`config.mk`:
```
export PLATFORM = sky130hd
export DESIGN_NAME = reachable_subgraph_extract_top
export DESIGN_NICKNAME = d
export VERILOG_FILES = /design/src/hw/rtl/rse_pkg.sv /design/src/hw/rtl/rse_ctrl.sv /design/src/hw/rtl/rse_datapath.sv /design/src/hw/rtl/reachable_subgraph_extract_top.sv
export VERILOG_INCLUDE_DIRS = /design/src /design/src/hw/rtl
export SDC_FILE = /design/constraint.sdc
export NUM_CORES = 2
export LEC_CHECK = 0
export ABC_CLOCK_PERIOD_IN_PS = 5270
export BUFFER_PORTS_ARGS = -buffer_cell sky130_fd_sc_hd__buf_2
export CAP_MARGIN = 15
export CORE_UTILIZATION = 64
export DETAILED_ROUTE_END_ITERATION = 10
export GPL_TIMING_DRIVEN = 0
export PLACE_DENSITY_LB_ADDON = 0.3
export RECOVER_POWER = 50
export SLEW_MARGIN = 20
export SYNTH_ARGS = -nofsm -noshare
export SYNTH_HDL_FRONTEND = slang
export SYNTH_HIERARCHICAL = 1
export SYNTH_SLANG_ARGS = --single-unit
```
`constraint.sdc`:
```
create_clock -name i_clk -period 5.27 [get_ports i_clk]
set_input_delay 1.054 -clock i_clk [delete_from_list [all_inputs] [get_ports i_clk]]
set_output_delay 1.054 -clock i_clk [all_outputs]
set_load 0.1 [all_outputs]
```
`src/hw/rtl/reachable_subgraph_extract_top_macros.svh`:
```
// Assertion macros shared by the reachability block.
// Depends on i_clk and i_rst_n being present in the using module.
`ifndef REACHABLE_SUBGRAPH_EXTRACT_TOP_MACROS_SVH
`define REACHABLE_SUBGRAPH_EXTRACT_TOP_MACROS_SVH

// Checks that cond holds at every clock edge outside reset.
`define RSE_ASSERT_ALWAYS(lbl, cond, msg) \
    lbl: assert property (@(posedge i_clk) disable iff (!i_rst_n) (cond)) else $error(msg);

// Checks that ante implies cons in the following cycle.
`define RSE_ASSERT_NEXT(lbl, ante, cons, msg) \
    lbl: assert property (@(posedge i_clk) disable iff (!i_rst_n) (ante) |=> (cons)) \
        else $error(msg);

`endif

```
`src/hw/rtl/rse_pkg.sv`:
```
// Shared types and constants for the reachability block.
// No dependencies.
package rse_pkg;
    localparam int NODES = 32;
    localparam int NW = $clog2(NODES);
    localparam int CW = $clog2(NODES + 1);

    typedef struct packed {
        logic       action;
        logic [4:0] node_a;
        logic [4:0] node_b;
    } t_item;

    typedef struct packed {
        logic [4:0]  new_id;
        logic [4:0]  original_node;
        logic [31:0] neighbor_bits;
        logic [5:0]  node_count;
        logic [5:0]  dest_id;
        logic        dest_reachable;
        logic        last;
    } t_result;

    typedef struct packed {
        logic add_edge;
        logic init;
        logic pop;
        logic disc;
        logic load_row;
        logic bit_step;
        logic emit;
    } t_cmd;

    typedef struct packed {
        logic stack_empty;
        logic scan_empty;
        logic bit_done;
        logic last_node;
    } t_status;
endpackage

```
`src/hw/rtl/rse_ctrl.sv`:
```
// Controller state machine of the reachability block.
// Depends on rse_pkg.
module rse_ctrl (
    input  logic            i_clk,
    input  logic            i_rst_n,
    input  logic            i_start,
    input  logic            i_action,
    input  rse_pkg::t_status i_status,
    output rse_pkg::t_cmd   o_cmd,
    output logic            o_busy
);
    import rse_pkg::*;

    typedef enum logic [2:0] {
        S_IDLE, S_POP, S_SCAN, S_ROW, S_BITS, S_EMIT
    } t_state;

    t_state r_state;

    always_ff @(posedge i_clk) begin
        if (!i_rst_n) begin
            r_state <= S_IDLE;
        end else begin
            case (r_state)
                S_IDLE: if (i_start && i_action) r_state <= S_POP;
                S_POP: r_state <= i_status.stack_empty ? S_ROW : S_SCAN;
                S_SCAN: if (i_status.scan_empty) r_state <= S_POP;
                S_ROW: r_state <= S_BITS;
                S_BITS: if (i_status.bit_done) r_state <= S_EMIT;
                S_EMIT: r_state <= i_status.last_node ? S_IDLE : S_ROW;
                default: r_state <= S_IDLE;
            endcase
        end
    end

    always_comb begin
        o_cmd = '0;
        case (r_state)
            S_IDLE: begin
                o_cmd.add_edge = i_start && !i_action;
                o_cmd.init = i_start && i_action;
            end
            S_POP: o_cmd.pop = !i_status.stack_empty;
            S_SCAN: o_cmd.disc = !i_status.scan_empty;
            S_ROW: o_cmd.load_row = 1'b1;
            S_BITS: o_cmd.bit_step = 1'b1;
            S_EMIT: o_cmd.emit = 1'b1;
            default: o_cmd = '0;
        endcase
    end

    assign o_busy = (r_state != S_IDLE);
endmodule

```
`src/hw/rtl/rse_datapath.sv`:
```
// Datapath of the reachability block: adjacency matrix, walk stack,
// renumbering tables and result assembly. Depends on rse_pkg and the macros.
module rse_datapath (
    input  logic             i_clk,
    input  logic             i_rst_n,
    input  rse_pkg::t_item   i_item,
    input  rse_pkg::t_cmd    i_cmd,
    output rse_pkg::t_status o_status,
    output logic             o_strobe,
    output rse_pkg::t_result o_result
);
    import rse_pkg::*;
    `include "reachable_subgraph_extract_top_macros.svh"

    logic [NODES-1:0] r_adj [NODES];
    logic [NODES-1:0] r_reached;
    logic [NW-1:0]    r_ren [NODES];
    logic [NW-1:0]    r_nor [NODES];
    logic [NW-1:0]    r_stack [NODES];
    logic [CW-1:0]    r_sp;
    logic [CW-1:0]    r_total;
    logic [NODES-1:0] r_scan;
    logic [NW-1:0]    r_v;
    logic [NODES-1:0] r_row;
    logic [NW-1:0]    r_j;
    logic [31:0]      r_bits;
    logic [CW-1:0]    r_k;
    logic [NW-1:0]    r_dest_b;
    logic             r_dest_ok;
    logic [CW-1:0]    r_dest_id;
    logic             r_strobe;
    t_result          r_out;
    logic [NW-1:0]    n_low;
    logic [NW-1:0]    n_disc_node;
    logic [NODES-1:0] n_bit_a;
    logic [NODES-1:0] n_bit_b;

    always_comb begin
        n_low = '0;
        for (int i = NODES - 1; i >= 0; i--) begin
            if (r_scan[i]) n_low = NW'(i);
        end
    end

    assign n_disc_node = i_cmd.init ? i_item.node_a : n_low;
    assign n_bit_a = {{(NODES-1){1'b0}}, 1'b1} << i_item.node_a;
    assign n_bit_b = {{(NODES-1){1'b0}}, 1'b1} << i_item.node_b;

    always_ff @(posedge i_clk) begin
        if (!i_rst_n) begin
            for (int i = 0; i < NODES; i++) r_adj[i] <= '0;
            r_sp <= '0;
            r_total <= '0;
            r_k <= '0;
            r_strobe <= 1'b0;
            r_dest_ok <= 1'b0;
            r_reached <= '0;
            r_scan <= '0;
        end else begin
            r_strobe <= i_cmd.emit;
            if (i_cmd.add_edge) begin
                for (int i = 0; i < NODES; i++) begin
                    if (NW'(i) == i_item.node_a || NW'(i) == i_item.node_b) begin
                        r_adj[i] <= r_adj[i]
                                  | ((NW'(i) == i_item.node_a) ? n_bit_b : '0)
                                  | ((NW'(i) == i_item.node_b) ? n_bit_a : '0);
                    end
                end
            end
            if (i_cmd.init || i_cmd.disc) begin
                if (i_cmd.init) begin
                    r_reached <= n_bit_a;
                    r_dest_b <= i_item.node_b;
                    r_dest_ok <= (i_item.node_a == i_item.node_b);
                    r_dest_id <= '0;
                    r_stack[0] <= i_item.node_a;
                    r_sp <= CW'(1);
                    r_total <= CW'(1);
                    r_k <= '0;
                end else begin
                    r_reached[n_low] <= 1'b1;
                    r_scan[n_low] <= 1'b0;
                    r_stack[r_sp[NW-1:0]] <= n_low;
                    r_sp <= r_sp + CW'(1);
                    r_total <= r_total + CW'(1);
                    if (n_low == r_dest_b) begin
                        r_dest_ok <= 1'b1;
                        r_dest_id <= r_total;
                    end
                end
                r_ren[n_disc_node] <= i_cmd.init ? '0 : r_total[NW-1:0];
                r_nor[i_cmd.init ? '0 : r_total[NW-1:0]] <= n_disc_node;
            end
            if (i_cmd.pop) begin
                r_sp <= r_sp - CW'(1);
                r_scan <= r_adj[r_stack[r_sp[NW-1:0] - NW'(1)]] & ~r_reached;
            end
            if (i_cmd.load_row) begin
                r_v <= r_nor[r_k[NW-1:0]];
                r_row <= r_adj[r_nor[r_k[NW-1:0]]];
                r_j <= '0;
                r_bits <= '0;
            end
            if (i_cmd.bit_step) begin
                if (r_row[r_j] && r_reached[r_j] && (r_j != r_v)) begin
                    r_bits[r_ren[r_j]] <= 1'b1;
                end
                r_j <= r_j + NW'(1);
            end
            if (i_cmd.emit) begin
                r_out <= '{
                    new_id: r_k[NW-1:0],
                    original_node: r_v,
                    neighbor_bits: r_bits,
                    node_count: r_total,
                    dest_id: r_dest_ok ? r_dest_id : r_total,
                    dest_reachable: r_dest_ok,
                    last: (r_k + CW'(1) == r_total)
                };
                r_k <= r_k + CW'(1);
            end
        end
    end

    assign o_status.stack_empty = (r_sp == '0);
    assign o_status.scan_empty = (r_scan == '0);
    assign o_status.bit_done = (r_j == NW'(NODES - 1));
    assign o_status.last_node = (r_k + CW'(1) == r_total);
    assign o_strobe = r_strobe;
    assign o_result = r_out;

    `RSE_ASSERT_ALWAYS(a_sp_le_total, r_sp <= r_total, "Stack deeper than reached count.")
    `RSE_ASSERT_ALWAYS(a_pop_nonempty, !i_cmd.pop || r_sp != '0, "Pop from an empty stack.")
    `RSE_ASSERT_NEXT(a_emit_strobe, i_cmd.emit, o_strobe && o_result.node_count != '0,
        "Emitted item lacks strobe or count.")
endmodule

```
`src/hw/rtl/reachable_subgraph_extract_top.sv`:
```
// Top level of the reachability block: joins the controller and datapath.
// Depends on rse_pkg, rse_ctrl and rse_datapath.
// An add-edge item is taken while idle and leaves busy low. A request walks the
// graph depth first: each stack pop is followed by a scan that records one newly
// discovered node per step, and a final empty pop ends the walk. It then builds
// each result by scanning one adjacency row bit by bit, so busy stays high from an
// accepted request until the last result is emitted. Results appear one per strobe
// and cannot be stalled; the last result of a request shows in the first cycle with
// busy low again, when the next item may already be accepted.
module reachable_subgraph_extract_top (
    input  logic             i_clk,
    input  logic             i_rst_n,
    input  logic             start,
    output logic             busy,
    input  rse_pkg::t_item   i_item,
    output logic             o_strobe,
    output rse_pkg::t_result o_result
);
    import rse_pkg::*;

    t_cmd    w_cmd;
    t_status w_status;

    rse_ctrl u_ctrl (
        .i_clk(i_clk), .i_rst_n(i_rst_n), .i_start(start),
        .i_action(i_item.action), .i_status(w_status),
        .o_cmd(w_cmd), .o_busy(busy)
    );

    rse_datapath u_dp (
        .i_clk(i_clk), .i_rst_n(i_rst_n), .i_item(i_item), .i_cmd(w_cmd),
        .o_status(w_status), .o_strobe(o_strobe), .o_result(o_result)
    );
endmodule
```
==> results of run 1 <==
[kinds of logic after synthesis]
group	Yosys count	synth area share, %
AOI/OAI and AO/OA	2039	14.6
xor gates and xnor gates	35	0.333
adders and majority gates	7	0.0952
buffers and inverters	812	3.66
DFF	1742	55.8
muxes	924	13.9
and+or+nand+nor	2544	11.6
[cells in the mapped netlist (all sizes together) (59+ instances only)]
cell / n / area share, %
a22oi: 170 / 1.4
a22o: 67 / 0.64
buf: 222 / 1.3
dfxtp: 97 / 2.1
a32oi: 97 / 0.92
nand3: 367 / 2.0
mux2i: 624 / 6.8
clkbuf: 533 / 2.2
o21a: 448 / 3.7
o21ai: 59 / 0.32
nor2: 528 / 2.2
a21oi: 587 / 3.2
nand2: 1386 / 5.7
a31oi: 107 / 0.73
mux4: 281 / 6.9
edfxtp: 1645 / 54
o22ai: 366 / 2.5
[routing by layer]
| layer | GRT overflow | GRT usage (%) |
|---|---|---|
| met1 | 0 | 77.9 |
| met2 | 2 | 90.2 |
| met3 | 0 | 62.3 |
| met4 | 4 | 70.8 |
| met5 | 0 | 36.0 |
[stage by stage]
step	setup slack, ns	cells	hold slack, ns	setup TNS, ns
after floorplan	1.07	8103	0.406	0
after global placement	-2.63	10100	0.411	-1487.86
after detailed placement	-2.67	10100	0.435	-617.03
after CTS	-0.0331	10500	0.442	-0.0369
[timing repair]
item / CTS
pin swaps: 28
gates resized for setup: 371
setup buffers: 5
gates cloned: 3
setup endpoints to repair: 199
==> metrics, run 1 <==
Async S/R FF share, synth=0%; Tool Error=[ERROR GRT-0116] Global routing finished with congestion. Check the congestion regions in the DRC Viewer.; root buf cell=clkbuf_16; Stopped at=global routing; Distinct cells, synth=63; number of global-route vias before repair=90100; CTS Buf Count=181; first-pass GRT wire length=755000 um; GPL Wtd Cong=1.32; HPWL after DPL=368000 um; Synth Flop Type=edfxtp_1; IO buf count=69; initial core utilization=64.8%; grt ovf=6; Synth Instances=8103; Yosys reg bits=1742; Syn Area/Cell=11.4 um2; largest net degree at the start of global routing=57; synthesized area=92000 um2; clk buf depth=3; sequential-to-total area share from yosys stat=55.8%; io pins=72; Synth Warn #=6; number of enable flip-flop cells after synthesis=1645; htree depth=4; die height=381 um; Syn Nets=8124; row cnt=138; Total GRT Usage=75.8%; Placed Area=96000 um2; CTS Sinks=1742; status=stopped before the end; Die X=381 um; CTS Hold Bufs=0
==> inputs of run 2 (changes only) <==
- CORE_UTILIZATION: 64 -> 40
- PLACE_DENSITY_LB_ADDON: 0.3 -> 0.15
==> run 2 against run 1 <==
  * The flow now finishes, with violations (capacitance limit, slew limit, setup timing)
  * Area after synthesis stayed put
  * Synthesized cell count unchanged
==> metrics, run 2 <==
Pins Over Slew Limit=70; CTS tree=done; final wirelength=588000 um; Setup crit start kind=input port; row cnt=175; average vias per placed instance=7.29; Total GRT Usage=49.6%; Syn Area/Cell=11.4 um2; most frequent cells in the layout=edfxtp_1 (1645), nand2_1 (1353), mux2i_1 (615); fin worst setup slack=-0.273 ns; crit-path leading delay family=buffers and inverters; Placeable Area=228000 um2; Filler cells=21000; number of enable flip-flop cells after synthesis=1645; first-pass GRT wire length=751000 um; Min-Delay Path Depth=1; min cycle time layout=5.54 ns; Distinct cells, synth=63; Cell Chain, Critical Path=clkbuf_1 > clkbuf_1 > clkbuf_1 > clkbuf_1 > nand2_1 > clkbuf_1 > nand2_1 > nand2_1 > nand2_4 > buf_12; worst-skew pair later-pin latency=0.93 ns; Setup TNS=-13.60 ns; Synth Flop Type=edfxtp_1; Synth Warn #=6; Layout Cells excl Fill=11700; R2R depth=12; htree depth=4; post-route cell area=107000 um2; die height=482 um; sequential-to-total area share from yosys stat=55.8%; leading cell type in the layout, fill and taps excluded=edfxtp_1; root buf cell=clkbuf_16; fin util=46.9%; die area=232000 um2; initial core utilization=40.4%; initial drt markers=15700; status=finished with violations; most common library cells after synthesis=edfxtp_1 (1645), nand2_1 (1386), mux2i_1 (623); Critical Path Fanout Max=22; io pins=72; Placed Area=98700 um2; number of max-cap violations=2; maximum clock rate=0.180 GHz; share of the synthesized area in the top cell type=53.7%; Crit path buffers/inverters=6; hold crit path type=input port to flop; number of global-route vias before repair=76200; placed instance count=11300; r2r endpoint=u_dp/r_row[11]; Reg2Reg Setup Slack=-0.22 ns; GPL Wtd Cong=1.08; failing checks=capacitance limit, slew limit, setup timing; Die X=482 um; CTS Hold Bufs=0; Tightest Pin Transition=1.76 ns; RSZ-0062 raised after global routing=yes; Crit-path slowest cell=clkbuf_1; largest net degree at the start of global routing=51; top post-synthesis cells by area=edfxtp_1 (54%), mux4_2 (6.9%), mux2i_1 (6.8%); top-count cell post-synth=edfxtp_1; layout cells sized above 1=14.3%; grt ovf=0; synthesized area=92000 um2; CP dominant cell by count=clkbuf_1; antenna viol nets, final=0; Slew headroom=-17.1%; final cycle utilization of the critical path=105%; Post-route DRC=0; HPWL after DPL=438000 um; Reg with most FFs=u_dp/r_adj; Syn Nets=8124; Hold Crit Endpoint=u_dp/r_dest_b[3]; biggest area consumer among synthesized cells=edfxtp_1; Synth Instances=8103; Critical Path RT=5.79 ns; Clock transition at path regs=0.06 ns; CTS Buf Count=200; IO buf count=69; HP Start=i_item[3]; Final Hold Fails=0; skew final=0.0745 ns; drt pass-1 iters=10; Max stage delay on crit path=0.81 ns; Yosys reg bits=1742; Largest register FFs=1024; critical path depth=10; setup violators final=208; Async S/R FF share, synth=0%; Layout area overhead=16.1%; initial antenna violation count=83; Worst Path Arrival=6.06 ns; clk buf depth=3; Avg WL per Cell=50.1 um; layout net count=8514; CP Capture Type=flop; total number of vias=85400; CTS Sinks=1742; Crit Path Class=input port to flop
## run 2: cell counts after synthesis
No cell type changed its count.
## run 2: repair_timing
action | CTS | global route
setup buffers | 6 | 10
endpoints found under the setup margin | 186 | 118
pin swaps | 18 | 7
resized for setup | 359 | 39
gates cloned | 0 | 1
## run 2: layout make-up
class	count	area, um2	share of cell area (%)
Timing Repair Buffer	192	2170	2.03
Clock inverter	106	1340	1.25
Sequential cell	1742	51300	48.0
Tap cell	3009	3760	3.52
Clock buffer	260	5290	4.95
Inverter	57	218	0.204
Multi-Input combinational cell	5549	38600	36.1
Buffer	750	4020	3.76
Timing Repair inverter	1	5.00	0.00468
Antenna cell	56	140	0.131
## run 2: stage by stage
step	hold WS [ns]	setup WS [ns]
floorplan	0.406	1.07
global route	0.383	-0.0359
global placement	0.417	-3.71
detailed placement	0.413	-2.51
finish	0.398	-0.273
CTS	0.315	0.0347
## run 2: layer usage
layer  vias to the layer above  track usage (%)  part of all wire (%)
met3                      2184             20.7                    15
li1                      31800                -                     -
met1                     43200             60.3                    35
met5                         -                0                 0.055
met4                        46             40.2                    10
met2                      8281             68.5                    40
## run 2: how the worst max path moves through the flow
stage                               from                  to  slack, ns
final                          i_item[4]  u_dp/r_adj[22][10]      -0.27
after global routing      u_dp/r_scan[0]   u_dp/r_nor[21][0]      -0.04
after CTS                   u_dp/r_sp[0]      u_dp/r_scan[3]       0.03
after detailed placement    u_dp/r_sp[0]     u_dp/r_scan[18]      -2.51
after global placement      u_dp/r_sp[0]     u_dp/r_scan[10]      -3.71
after floorplan             u_dp/r_sp[0]     u_dp/r_scan[11]       1.07
## run 2: cells by family after synthesis
| logic type | count (synthesis) | share of synthesized area, % |
|---|---|---|
| mux | 924 | 13.9 |
| compound gates | 2039 | 14.6 |
| buf+inv | 812 | 3.66 |
| simple gates | 2544 | 11.6 |
| fa+ha+maj | 7 | 0.0952 |
| xor+xnor | 35 | 0.333 |
| flops | 1742 | 55.8 |
## run 2: worst register-to-register path, stage by stage (launching register included)
cell             delay, ns
dfxtp_1               0.54
buf_2                 0.39
clkbuf_4              0.35
buf_2                 0.40
mux4_2                0.32
mux4_2                0.26
mux2i_1               0.08
inv_1                 0.39
buf_2                 0.67
clkdlybuf4s15_2       0.65
mux4_2                0.55
a22o_1                0.24
nor2_1                0.39
Power of run 2 is left out: the tool's default activity adds up to more than one toggle a clock period on the data nets, which glitch-free logic cannot reach.
